[src/rtl/gdad_pkg.sv]
`timescale 1ns / 1ps

package gdad_pkg;

   localparam int unsigned DayW   = 5;
   localparam int unsigned MonthW = 4;
   localparam int unsigned YearW  = 14;
   localparam int unsigned CountW = 16;
   localparam int unsigned SumW   = 17;   // day + count
   localparam int unsigned QuotW  = 9;    // year / 25 for years up to 9999
   localparam int unsigned RemW   = 5;    // year % 25

   localparam logic [YearW-1:0]  YEAR_MAX   = 14'd9999;
   localparam logic [YearW-1:0]  YEAR_RESET = 14'd2000;
   localparam logic [DayW-1:0]   DAY_RESET  = 5'd1;
   localparam logic [MonthW-1:0] MONTH_JAN  = 4'd1;
   localparam logic [MonthW-1:0] MONTH_FEB  = 4'd2;
   localparam logic [MonthW-1:0] MONTH_DEC  = 4'd12;
   localparam logic [RemW-1:0]   REM_RESET  = 5'd0;   // 2000 % 25
   localparam logic [RemW-1:0]   REM_LAST   = 5'd24;

   // ceil(2^17 / 25): exact floor(y / 25) for y up to 9999
   localparam logic [12:0] RECIP25     = 13'd5243;
   localparam int unsigned RECIP_SHIFT = 17;

   localparam logic OP_ADD  = 1'b0;
   localparam logic OP_LOAD = 1'b1;

   typedef enum logic [4:0] {
      ST_IDLE = 5'b00001,
      ST_LMUL = 5'b00010,
      ST_LREM = 5'b00100,
      ST_WALK = 5'b01000,
      ST_PUB  = 5'b10000
   } state_type;

   typedef struct packed {
      logic take;    // capture the item at the input transfer
      logic lmul;    // year * reciprocal
      logic lrem;    // year % 25
      logic walk;    // one month step or final commit
      logic pub;     // load the result register
   } cmd_type;

   typedef struct packed {
      logic is_load;
      logic load_ok;
      logic more;    // remaining days exceed the current month
   } sts_type;

   function automatic logic [DayW-1:0] days_in(input logic [MonthW-1:0] month,
                                               input logic leap);
      logic [DayW-1:0] len;
      case (month)
         MONTH_FEB: len = leap ? 5'd29 : 5'd28;
         4'd4:      len = 5'd30;
         4'd6:      len = 5'd30;
         4'd9:      len = 5'd30;
         4'd11:     len = 5'd30;
         default:   len = 5'd31;
      endcase
      return len;
   endfunction

endpackage

[src/rtl/gregorian_date_add_days.sv]
`timescale 1ns / 1ps

// channel  | direction | handshake            | payload
// req      | in        | req_valid/req_stall  | opcode, add_count, load_day/month/year
// rsp      | out       | rsp_valid/rsp_stall  | cur_day, cur_month, cur_year, flags
//
// Sequencing: one item at a time. A valid load passes through the multiply
//   and remainder states to rebuild year mod 25 before publish, a rejected
//   load goes straight to publish, and an add walks one month per cycle
//   over the months crossed, then commits the day and publishes.
// Reset: date returns to 1 January 2000, both channels go idle.
// Stalls: the result sits in its own register, so the next item is taken
//   while it waits; a finished item holds in the publish state until the
//   result register frees up.

module gregorian_date_add_days (
   input  logic                        clock,
   input  logic                        reset,
   input  logic                        req_valid,
   output logic                        req_stall,
   input  logic                        req_opcode,
   input  logic [gdad_pkg::CountW-1:0] req_add_count,
   input  logic [gdad_pkg::DayW-1:0]   req_load_day,
   input  logic [gdad_pkg::MonthW-1:0] req_load_month,
   input  logic [gdad_pkg::YearW-1:0]  req_load_year,
   output logic                        rsp_valid,
   input  logic                        rsp_stall,
   output logic [gdad_pkg::DayW-1:0]   rsp_cur_day,
   output logic [gdad_pkg::MonthW-1:0] rsp_cur_month,
   output logic [gdad_pkg::YearW-1:0]  rsp_cur_year,
   output logic                        rsp_bad_load,
   output logic                        rsp_year_overflow
);

   gdad_pkg::cmd_type cmd;   // controller -> datapath
   gdad_pkg::sts_type sts;   // datapath -> controller

   // sequencer: accept, year-mod-25 rebuild, month walk, publish
   gdad_ctrl u_ctrl (
      .clock     (clock),
      .reset     (reset),
      .req_valid (req_valid),
      .req_stall (req_stall),
      .rsp_valid (rsp_valid),
      .rsp_stall (rsp_stall),
      .sts       (sts),
      .cmd       (cmd)
   );

   // date registers, month length lookup, one-month step, result register
   gdad_dp u_dp (
      .clock             (clock),
      .reset             (reset),
      .req_opcode        (req_opcode),
      .req_add_count     (req_add_count),
      .req_load_day      (req_load_day),
      .req_load_month    (req_load_month),
      .req_load_year     (req_load_year),
      .cmd               (cmd),
      .sts               (sts),
      .rsp_cur_day       (rsp_cur_day),
      .rsp_cur_month     (rsp_cur_month),
      .rsp_cur_year      (rsp_cur_year),
      .rsp_bad_load      (rsp_bad_load),
      .rsp_year_overflow (rsp_year_overflow)
   );

endmodule

[src/rtl/gdad_ctrl.sv]
`timescale 1ns / 1ps

module gdad_ctrl (
   input  logic              clock,
   input  logic              reset,
   input  logic              req_valid,
   output logic              req_stall,
   output logic              rsp_valid,
   input  logic              rsp_stall,
   input  gdad_pkg::sts_type sts,
   output gdad_pkg::cmd_type cmd
);

   gdad_pkg::state_type state_ff, state_in;
   logic                rsp_valid_ff, rsp_valid_in;
   logic                out_free;

   assign out_free  = !rsp_valid_ff || !rsp_stall;
   assign req_stall = (state_ff != gdad_pkg::ST_IDLE);
   assign rsp_valid = rsp_valid_ff;

   always_comb begin
      state_in = state_ff;
      cmd      = '0;
      case (state_ff)
         gdad_pkg::ST_IDLE: begin
            if (req_valid) begin
               cmd.take = 1'b1;
               if (!sts.is_load)      state_in = gdad_pkg::ST_WALK;
               else if (sts.load_ok)  state_in = gdad_pkg::ST_LMUL;
               else                   state_in = gdad_pkg::ST_PUB;
            end
         end
         gdad_pkg::ST_LMUL: begin
            cmd.lmul = 1'b1;
            state_in = gdad_pkg::ST_LREM;
         end
         gdad_pkg::ST_LREM: begin
            cmd.lrem = 1'b1;
            state_in = gdad_pkg::ST_PUB;
         end
         gdad_pkg::ST_WALK: begin
            cmd.walk = 1'b1;
            if (!sts.more) state_in = gdad_pkg::ST_PUB;
         end
         gdad_pkg::ST_PUB: begin
            if (out_free) begin
               cmd.pub  = 1'b1;
               state_in = gdad_pkg::ST_IDLE;
            end
         end
         default: state_in = gdad_pkg::ST_IDLE;
      endcase
   end

   always_comb begin
      rsp_valid_in = rsp_valid_ff;
      if (cmd.pub)          rsp_valid_in = 1'b1;
      else if (!rsp_stall)  rsp_valid_in = 1'b0;
   end

   always_ff @(posedge clock) begin
      if (reset) begin
         state_ff     <= gdad_pkg::ST_IDLE;
         rsp_valid_ff <= 1'b0;
      end else begin
         state_ff     <= state_in;
         rsp_valid_ff <= rsp_valid_in;
      end
   end

endmodule

[src/rtl/gdad_dp.sv]
`timescale 1ns / 1ps

module gdad_dp (
   input  logic                              clock,
   input  logic                              reset,
   input  logic                              req_opcode,
   input  logic [gdad_pkg::CountW-1:0]       req_add_count,
   input  logic [gdad_pkg::DayW-1:0]         req_load_day,
   input  logic [gdad_pkg::MonthW-1:0]       req_load_month,
   input  logic [gdad_pkg::YearW-1:0]        req_load_year,
   input  gdad_pkg::cmd_type                 cmd,
   output gdad_pkg::sts_type                 sts,
   output logic [gdad_pkg::DayW-1:0]         rsp_cur_day,
   output logic [gdad_pkg::MonthW-1:0]       rsp_cur_month,
   output logic [gdad_pkg::YearW-1:0]        rsp_cur_year,
   output logic                              rsp_bad_load,
   output logic                              rsp_year_overflow
);

   // date state
   logic [gdad_pkg::DayW-1:0]   day_ff, day_in;
   logic [gdad_pkg::MonthW-1:0] month_ff, month_in;
   logic [gdad_pkg::YearW-1:0]  year_ff, year_in;
   logic [gdad_pkg::RemW-1:0]   rem_ff, rem_in;     // year % 25
   // working registers
   logic [gdad_pkg::SumW-1:0]   days_ff, days_in;
   logic [gdad_pkg::QuotW-1:0]  quot_ff, quot_in;
   logic                        bad_ff, bad_in;
   logic                        ovf_ff, ovf_in;
   // result register
   logic [gdad_pkg::DayW-1:0]   out_day_ff;
   logic [gdad_pkg::MonthW-1:0] out_month_ff;
   logic [gdad_pkg::YearW-1:0]  out_year_ff;
   logic                        out_bad_ff, out_ovf_ff;

   logic                        leap;
   logic [gdad_pkg::DayW-1:0]   len;
   logic [gdad_pkg::YearW-1:0]  sat_year;
   logic [25:0]                 prod;
   logic [gdad_pkg::YearW-1:0]  quot25;
   logic [gdad_pkg::YearW-1:0]  rem_full;
   logic                        load_ok;

   // leap: y%4 == 0 and (y%100 != 0 or y%400 == 0); with y%4 == 0,
   // y%100 == 0 means y%25 == 0 and y%400 == 0 means also y%16 == 0
   assign leap = (year_ff[1:0] == 2'd0) &&
                 ((rem_ff != '0) || (year_ff[3:0] == 4'd0));
   assign len  = gdad_pkg::days_in(month_ff, leap);

   assign load_ok  = (req_load_month >= gdad_pkg::MONTH_JAN) &&
                     (req_load_month <= gdad_pkg::MONTH_DEC);
   assign sat_year = (req_load_year > gdad_pkg::YEAR_MAX) ? gdad_pkg::YEAR_MAX
                                                          : req_load_year;

   assign prod     = {12'b0, year_ff} * {13'b0, gdad_pkg::RECIP25};
   assign quot25   = {1'b0, quot_ff, 4'b0} + {2'b0, quot_ff, 3'b0} + {5'b0, quot_ff};
   assign rem_full = year_ff - quot25;

   assign sts.is_load = (req_opcode == gdad_pkg::OP_LOAD);
   assign sts.load_ok = load_ok;
   assign sts.more    = (days_ff > {{(gdad_pkg::SumW-gdad_pkg::DayW){1'b0}}, len});

   always_comb begin
      day_in   = day_ff;
      month_in = month_ff;
      year_in  = year_ff;
      rem_in   = rem_ff;
      days_in  = days_ff;
      quot_in  = quot_ff;
      bad_in   = bad_ff;
      ovf_in   = ovf_ff;
      if (cmd.take) begin
         days_in = {1'b0, req_add_count} + {{(gdad_pkg::SumW-gdad_pkg::DayW){1'b0}}, day_ff};
         bad_in  = sts.is_load && !load_ok;
         ovf_in  = 1'b0;
         if (sts.is_load && load_ok) begin
            day_in   = req_load_day;
            month_in = req_load_month;
            year_in  = sat_year;
         end
      end
      if (cmd.lmul) quot_in = prod[gdad_pkg::RECIP_SHIFT +: gdad_pkg::QuotW];
      if (cmd.lrem) rem_in  = rem_full[gdad_pkg::RemW-1:0];
      if (cmd.walk) begin
         if (sts.more) begin
            days_in = days_ff - {{(gdad_pkg::SumW-gdad_pkg::DayW){1'b0}}, len};
            if (month_ff == gdad_pkg::MONTH_DEC) begin
               month_in = gdad_pkg::MONTH_JAN;
               if (year_ff >= gdad_pkg::YEAR_MAX) begin
                  year_in = '0;
                  rem_in  = '0;
                  ovf_in  = 1'b1;
               end else begin
                  year_in = year_ff + 1'b1;
                  rem_in  = (rem_ff == gdad_pkg::REM_LAST) ? '0 : rem_ff + 1'b1;
               end
            end else begin
               month_in = month_ff + 1'b1;
            end
         end else begin
            day_in = days_ff[gdad_pkg::DayW-1:0];
         end
      end
   end

   always_ff @(posedge clock) begin
      if (reset) begin
         day_ff   <= gdad_pkg::DAY_RESET;
         month_ff <= gdad_pkg::MONTH_JAN;
         year_ff  <= gdad_pkg::YEAR_RESET;
         rem_ff   <= gdad_pkg::REM_RESET;
      end else begin
         day_ff   <= day_in;
         month_ff <= month_in;
         year_ff  <= year_in;
         rem_ff   <= rem_in;
      end
   end

   always_ff @(posedge clock) begin
      days_ff <= days_in;
      quot_ff <= quot_in;
      bad_ff  <= bad_in;
      ovf_ff  <= ovf_in;
      if (cmd.pub) begin
         out_day_ff   <= day_ff;
         out_month_ff <= month_ff;
         out_year_ff  <= year_ff;
         out_bad_ff   <= bad_ff;
         out_ovf_ff   <= ovf_ff;
      end
   end

   assign rsp_cur_day       = out_day_ff;
   assign rsp_cur_month     = out_month_ff;
   assign rsp_cur_year      = out_year_ff;
   assign rsp_bad_load      = out_bad_ff;
   assign rsp_year_overflow = out_ovf_ff;

endmodule

[config.mk]
export PLATFORM = sky130hd
export DESIGN_NAME = gregorian_date_add_days
export DESIGN_NICKNAME = d
export VERILOG_FILES = /design/src/rtl/gdad_pkg.sv /design/src/rtl/gregorian_date_add_days.sv /design/src/rtl/gdad_ctrl.sv /design/src/rtl/gdad_dp.sv
export SDC_FILE = /design/constraint.sdc
export NUM_CORES = 1
export LEC_CHECK = 0
export BUFFER_PORTS_ARGS = -buffer_cell sky130_fd_sc_hd__buf_2
export CAP_MARGIN = 15
export CORE_UTILIZATION = 53
export DETAILED_ROUTE_END_ITERATION = 10
export PLACE_DENSITY = 0.72
export SKIP_CTS_REPAIR_TIMING = 1
export SYNTH_ARGS = -nofsm -noshare
export SYNTH_HDL_FRONTEND = slang
export SYNTH_SLANG_ARGS = --single-unit
export TNS_END_PERCENT = 5
[constraint.sdc]
create_clock -name clock -period 5.3 [get_ports clock]
set_input_delay 0.53 -clock clock [delete_from_list [all_inputs] [get_ports clock]]
set_output_delay 0.53 -clock clock [all_outputs]
set_load 0.02 [all_outputs]
==> out/qor_table.md, run 1 <==
| Metric | This run |
|:---|:---|
| Die Span X | 124 um |
| Post-detailed-routing wire length | 18.0 mm |
| Count of antenna diodes in the layout | 0 |
| Number of unique standard cell types used by synthesis | 61 |
| Area enclosed by the die boundary | 15,400 um2 |
| Via count of the first global-routing pass | 5,724 |
| Effective utilization at floorplan | 54.2% |
| Worst setup SP type | flip-flop |
| Register-to-Register Path Depth | 15 |
| Routed via count | 6,158 |
| Cell Chain, Critical Path | buf_4 > fa_1 > ha_1 > inv_1 > fa_1 > inv_1 > fa_1 > fa_1 > ha_1 > a211oi_1 > nand2_1 > a32oi_1 > nand3_1 > a21oi_1 > xnor2_1 |
| Initial DRC Count | 468 |
| Adder-cell share of the synthesized area | 34.6% |
| Total congestion overflow after global routing | 0 |
| Reg2Reg Setup Slack | 0.53 ns |
| Reported leakage power | 4.07 nW |
| Clock-pin slew reported for the worst setup and hold paths after clock tree synthesis | 0.07 ns |
| CP bufs+invs | 3 |
| Post-route fraction of the period consumed by the critical path | 90.0% |
| Number of iterations in the first detailed-routing pass | 5 |
| Top cell family by delay on the critical path | adder cells |
| Setup slack after layout | 0.531 ns |
| Die Y-Extent | 124 um |
| Shortest clock period the worst path allows after layout | 4.77 ns |
| Main combinational cell family by area after synthesis | adder cells |
| Area fraction in and, or, nand and nor cells after synthesis | 13.0% |
| Number of antenna violations at the first check in global routing | 0 |
| Critical Path Sink Type | flip-flop |
| Max-cap violations | 0 |
| Number of rows in the core area | 44 |
| Largest buffer count on any clock path | 2 |
| Post-layout nets | 1,143 |
| CTS H-tree lvls | 3 |
| CP startpoint | u_dp.year_ff[11] |
| Power density over the cells | 362 nW/um2 |
| Maximum cell stage delay along the critical path | 0.61 ns |
| Cell type with the highest occurrence count on the critical path | fa_1 |
| Highest net fanout along the worst path | 9 |
| Critical register-to-register path startpoint | u_dp.year_ff[11] |
| Fraction of layout cells with a size suffix above 1 | 12.4% |
| Worst Hold Slack | 0.440 ns |
| I/O pin cnt | 71 |
| Worst-case setup slack after placement | 0.547 ns |
| Critical Path RT | 5.41 ns |
| Final setup violation count | 0 |
| Number of sinks handled by clock tree synthesis | 83 |
| WP data arrival | 4.88 ns |
| Hold Path Class | in2reg |
| RR Endpoint | u_dp.quot_ff[3] |
| Number of clock buffers inserted by TritonCTS | 9 |
| Fraction of registers with async set/reset | 0% |
| Status | completed |
| Crit-path slowest cell | dfxtp_1 |
| Setup repair after global routing missed its margin | no |
| Worst IR Drop VDD | 253 uV |
| Syn. warnings | 0 |
| Relative area change from synthesis to final layout | 11.9% |
| Core box area | 14,500 um2 |
| Gp weighted congestion | 0.883 |
| Critical path depth | 15 |
| Skew-Pair Late Insertion Delay | 0.35 ns |
| Post-DP HPWL | 14.2 mm |
| Setup Crit Path Kind | reg2reg |
| Share of synthesized area occupied by flip-flops and latches | 25.0% |
| Slew headroom | 30.9% |
| Final Util | 60.6% |
| Total negative slack for setup checks | 0 ns |
| WL/cell | 16.3 um |
| Worst Tran Pin Value | 1.03 ns |
| Global-route wire length before repair | 28.9 mm |
| Synthesized area per cell | 9.37 um2 |
| Syn Std Cell Area | 7880 um2 |
| Fin. max-slew vios | 0 |
| Timing-limited maximum frequency | 210 MHz |
| Port buffer count | 70 |
| Clock tree from TritonCTS | done |
| Hold Violations, Final | 0 |
| Critical path destination | u_dp.quot_ff[3] |
| Post-DR vias/cell | 5.55 |
| Setup clock skew after layout | 0.00893 ns |
| Parity-gate share of the synthesized area counting xor and xnor cells | 5.22% |
| Mux share of post-synthesis cell area | 0.381% |
| Clk root buf | clkbuf_16 |
| Mapped Nets | 1,064 |
| Synthesis-stage register bit count | 83 |
| Most used DFF post-synth | dfxtp_1 |
| Post-detailed-route DRC marker count | 0 |
| Number of flops mapped to enable cells by yosys | 31 |
| Remaining antenna violation count after routing | 0 |
| Count of mapped cells out of synthesis | 841 |
| Total routing usage reported by global routing | 25.0% |
| Compound-Gate Fraction of Synth Area | 13.3% |
| Largest net degree at the start of global routing | 35 |
[layout by cell type (no fill, tap or decap), types with 3 or more instances in the layout]
master / synthesis / final
a221o_1: 3 / 3
o211ai_1: 8 / 8
nand3b_1: 8 / 8
nor2_1: 49 / 49
edfxtp_1: 31 / 31
clkbuf_16: 0 / 11
buf_4: 2 / 16
and2_1: 3 / 3
a311oi_1: 7 / 7
o221ai_1: 8 / 8
ha_1: 114 / 114
o21bai_1: 3 / 3
dfxtp_1: 52 / 52
inv_1: 152 / 152
nand4_1: 6 / 6
mux2i_1: 3 / 3
a31oi_1: 5 / 5
a311oi_2: 3 / 3
a21o_1: 4 / 4
nand2_1: 54 / 54
nand3_1: 34 / 34
and3_1: 10 / 10
buf_2: 5 / 70
nor3_1: 11 / 11
nor4_1: 3 / 3
nor2b_1: 4 / 4
a211oi_1: 7 / 7
nor4b_1: 3 / 3
o21ai_0: 31 / 31
xor2_1: 12 / 12
nand2b_1: 5 / 5
fa_1: 65 / 65
a221oi_1: 9 / 9
a21oi_1: 48 / 47
xnor2_1: 35 / 35
[worst min-delay path by stage]
stage	from	endpoint	slack (ns)	cells past startpoint
6_report	req_load_day[3]	u_dp.day_ff[3]	0.44	3
5_1_grt	req_load_day[2]	u_dp.day_ff[2]	0.45	3
4_1_cts	req_load_day[3]	u_dp.day_ff[3]	0.43	3
3_3_place_gp	u_dp.bad_ff	u_dp.rsp_bad_load	0.40	0
2_1_floorplan	u_dp.bad_ff	u_dp.rsp_bad_load	0.40	0
3_5_place_dp	u_dp.bad_ff	u_dp.rsp_bad_load	0.42	0
[cells in the mapped netlist, drive strengths merged (3+ instances only)]
cell type / count / area (um2)
a21boi: 3 / 22.5
a311oi: 10 / 106
nor4: 4 / 31.3
o221ai: 8 / 70.1
nand4: 6 / 37.5
nor3: 11 / 55.1
a221oi: 9 / 78.8
ha: 114 / 1430
nand2b: 5 / 31.3
nand4b: 3 / 32.5
clkbuf: 9 / 33.8
o21ai: 33 / 165
buf: 9 / 62.6
fa: 65 / 1300
a31oi: 6 / 52.6
nand2: 55 / 209
xor2: 12 / 105
o21bai: 3 / 22.5
inv: 152 / 571
dfxtp: 52 / 1040
edfxtp: 31 / 931
a21o: 4 / 30.0
nor4b: 3 / 26.3
a211oi: 8 / 65.1
and2: 3 / 18.8
a221o: 3 / 30.0
nor3b: 3 / 33.8
a21oi: 48 / 240
and3: 10 / 62.6
nand3: 34 / 170
mux2i: 3 / 30.0
o211ai: 8 / 60.1
nor2: 49 / 184
xnor2: 35 / 307
nand3b: 8 / 60.1
nor2b: 4 / 25.0
[report_power, final]
part	leakage, nW	internal (mW)	total [mW]	switching (mW)
clock network	0.160	0.385	0.688	0.303
registers	0.711	0.755	0.834	0.0799
logic	3.20	0.723	1.67	0.945
[final cells by class]
class / instances / area, um2
timing repair buffer: 86 / 470
multi-input combinational: 588 / 5250
inverter: 152 / 571
clock buffer: 11 / 275
fill: 1241 / 5720
sequential: 83 / 1970
tap: 184 / 230
clock inverter: 5 / 51.3
[per-layer routing]
metal | track usage (%) | wire length [um] | part of all wire (%)
met4 | 7.59 | 278 | 1.5
met2 | 38.1 | 8060 | 45
met1 | 36.3 | 8870 | 49
met5 | 0 | 0 | 0
met3 | 4.21 | 835 | 4.6
[flip-flops by register name, summed over array words and instances, names as in the netlist]
| name | flops |
|---|---|
| u_dp.month_ff | 4 |
| u_dp.rsp_bad_load | 1 |
| u_dp.rsp_cur_year | 14 |
| u_dp.rsp_cur_month | 4 |
| u_dp.day_ff | 5 |
| u_dp.bad_ff | 1 |
| u_dp.year_ff | 14 |
| u_dp.rsp_cur_day | 5 |
| u_dp.rsp_year_overflow | 1 |
| u_dp.days_ff | 17 |
| u_dp.quot_ff | 5 |
| u_dp.ovf_ff | 1 |
| u_dp.rem_ff | 5 |
| u_ctrl.state_ff | 5 |
| u_ctrl.rsp_valid | 1 |
[worst reg2reg max path, delay by kind of cell, from the launching register on]
kind / cells / cell delay [ns]
fa+ha+maj: 6 / 2.56
compound gates: 3 / 0.68
flops: 1 / 0.61
buf+inv: 3 / 0.36
simple gates: 2 / 0.24
xor+xnor: 1 / 0.08
[stage by stage]
stage / std cells / cell area (um2) / total power, mW
floorplan: 841 / 7880 / 2.12
global placement: 1093 / 8490 / 2.48
detailed placement: 1093 / 8490 / 2.50
CTS: 1109 / 8810 / 3.21
global route: 1109 / 8810 / 3.49
finish: 1109 / 8810 / 3.19
[logic make-up after synthesis]
| kind of cell | count (synthesis) |
|---|---|
| and+or+nand+nor | 204 |
| adders and majority gates | 179 |
| buffers and inverters | 170 |
| AOI/OAI and AO/OA | 155 |
| DFF | 83 |
| xor gates and xnor gates | 47 |
| muxes | 3 |
Note: power is estimated with default switching activity, not from simulation.
==> inputs of run 2 (changes only) <==
--- a/config.mk
+++ b/config.mk
@@ -7,8 +7,10 @@
 export LEC_CHECK = 0
 export BUFFER_PORTS_ARGS = -buffer_cell sky130_fd_sc_hd__buf_2
 export CAP_MARGIN = 15
+export CORE_ASPECT_RATIO = 0.6
 export CORE_UTILIZATION = 53
 export DETAILED_ROUTE_END_ITERATION = 10
+export GPL_TIMING_DRIVEN = 0
 export PLACE_DENSITY = 0.72
 export SKIP_CTS_REPAIR_TIMING = 1
 export SYNTH_ARGS = -nofsm -noshare
==> out/qor_table.md, run 2 (synthesis gave the netlist of run 1 again) <==
| Metric | This run |
|:---|:---|
| Status | finished with violations |
| Violated checks | DRC |
| Fin. max-slew vios | 0 |
| Highest net fanout along the worst path | 11 |
| Topmost layer with routed signal wires | met4 |
| Most common library cell in the layout ignoring fill and taps | inv_1 |
| Worst Tran Pin Value | 1.07 ns |
| Met1 Routed Length | 10.5 mm |
| Slew headroom | 27.7% |
| Max reg flops | 17 |
| Skew-Pair Late Insertion Delay | 0.34 ns |
| Reg2Reg Setup Slack | 0.24 ns |
| Hold Violations, Final | 0 |
| Total congestion overflow after global routing | 0 |
| Largest buffer count on any clock path | 2 |
| Number of sinks handled by clock tree synthesis | 83 |
| RR Endpoint | u_dp.quot_ff[3] |
| Number of antenna violations at the first check in global routing | 0 |
| CTS H-tree lvls | 3 |
| Fraction of layout cells with a size suffix above 1 | 12.2% |
| Effective utilization at floorplan | 54.3% |
| WP data arrival | 5.14 ns |
| Final setup violation count | 0 |
| Reported leakage power | 4.04 nW |
| Remaining antenna violation count after routing | 0 |
| Number of iterations in the first detailed-routing pass | 8 |
| Detailed route wirelength on metal3 | 2.20 mm |
| Relative area change from synthesis to final layout | 12.1% |
| Count of antenna diodes in the layout | 0 |
| Routed via count | 6,327 |
| Post-DR vias/cell | 5.62 |
| Endpoint with the worst hold slack | u_dp.rsp_bad_load |
| WL/cell | 18.0 um |
| Setup Crit Path Kind | reg2reg |
| Register name with the most flops | u_dp.days_ff |
| Gp weighted congestion | 0.993 |
| Number of rows in the core area | 34 |
| Shortest clock period the worst path allows after layout | 5.06 ns |
| Area enclosed by the die boundary | 15,400 um2 |
| Initial DRC Count | 566 |
| Post-layout nets | 1,145 |
| Total negative slack for setup checks | 0 ns |
| Post-detailed-route DRC marker count | 2 |
| Port buffer count | 69 |
| Clock-pin slew reported for the worst setup and hold paths after clock tree synthesis | 0.06 ns |
| Die Y-Extent | 96.5 um |
| Number of clock buffers inserted by TritonCTS | 9 |
| Top cell family by delay on the critical path | adder cells |
| CP bufs+invs | 2 |
| Launch point of the worst hold path | u_dp.bad_ff |
| Routed wire length on met2 | 7.44 mm |
| Worst Hold Slack | 0.420 ns |
| Worst setup SP type | flip-flop |
| Cell type with the highest occurrence count on the critical path | fa_1 |
| Die Span X | 159 um |
| Power consumption | 3.29 mW |
| Most used cells in the layout excluding fill and tap cells | inv_1 (152), ha_1 (114), buf_2 (74) |
| Post-DP HPWL | 16.2 mm |
| Post-route fraction of the period consumed by the critical path | 95.5% |
| Worst hold stages | 0 |
| Post-detailed-routing wire length | 20.2 mm |
| Power density over the cells | 372 nW/um2 |
| Total routing usage reported by global routing | 27.6% |
| Via count of the first global-routing pass | 5,883 |
| Global-route wire length before repair | 31.9 mm |
| Cell Chain, Critical Path | fa_1 > ha_1 > fa_1 > fa_1 > inv_1 > fa_1 > inv_1 > ha_1 > o21ai_0 > a21oi_1 > a32oi_1 > nand3_1 > a21oi_1 > xnor2_1 |
| Core box area | 14,500 um2 |
| Worst IR Drop VDD | 309 uV |
| Largest net degree at the start of global routing | 15 |
| Critical Path RT | 5.37 ns |
| Critical register-to-register path startpoint | u_dp.year_ff[8] |
| Setup clock skew after layout | 0.00555 ns |
| Critical Path Sink Type | flip-flop |
| Setup repair after global routing missed its margin | no |
| Clock tree from TritonCTS | done |
| Timing-limited maximum frequency | 197 MHz |
| Maximum cell stage delay along the critical path | 0.79 ns |
| Crit-path slowest cell | dfxtp_1 |
| I/O pin cnt | 71 |
| Hold Path Class | reg2reg |
| Clk root buf | clkbuf_16 |
| Max-cap violations | 0 |
| Register-to-Register Path Depth | 14 |
run 2: stage by stage:
step	std cells	area (um2)	setup slack [ns]	utilization, %
floorplan	841	7880	0.775	-
global placement	1108	8470	0.155	58.4
detailed placement	1109	8510	0.135	58.7
CTS	1125	8820	0.110	60.8
global route	1125	8830	0.00143	60.9
finish	1125	8830	0.236	60.9
run 2: power by group:
part | leakage, nW | switching [mW] | total, mW | internal (mW)
registers | 0.710 | 0.0997 | 0.856 | 0.756
logic | 3.18 | 1.05 | 1.76 | 0.716
clock network | 0.150 | 0.255 | 0.666 | 0.411
run 2: worst max-delay path by stage:
stage                      from         endpoint  slack (ns)  depth (start not counted)
6_report        u_dp.year_ff[8]  u_dp.quot_ff[3]        0.24                         14
5_1_grt         u_dp.year_ff[3]  u_dp.quot_ff[1]       0.001                         16
4_1_cts        u_dp.year_ff[11]  u_dp.quot_ff[3]        0.11                         16
3_5_place_dp   u_dp.year_ff[11]  u_dp.quot_ff[3]        0.13                         16
3_3_place_gp   u_dp.year_ff[11]  u_dp.quot_ff[3]        0.16                         16
2_1_floorplan  u_dp.year_ff[11]  u_dp.quot_ff[3]        0.77                         16
run 2: final cells by class:
| class | instances | area, um2 |
|---|---|---|
| inverters | 152 | 571 |
| repair buffers | 70 | 373 |
| clock buffers | 11 | 233 |
| clock inverters | 5 | 77.6 |
| plain buffers | 18 | 96.3 |
| well taps | 198 | 248 |
| multi-input cells | 588 | 5250 |
| flip-flops and latches | 83 | 1980 |
| fillers | 1249 | 5680 |
run 2: routing by layer:
metal / GRT usage, % / vias up
met3: 7.30 / 12
met2: 35.7 / 275
met5: 0 / -
met4: 4.25 / 0
met1: 44.7 / 3019
li1: - / 3021
run 2: worst reg2reg max path, stage by stage, from the launching register on:
cell and delay (ns):
dfxtp_1 0.79, fa_1 0.54, ha_1 0.34, fa_1 0.40, fa_1 0.52, inv_1 0.06
fa_1 0.52, inv_1 0.04, ha_1 0.32, o21ai_0 0.28, a21oi_1 0.15, a32oi_1 0.32
nand3_1 0.18, a21oi_1 0.22, xnor2_1 0.13
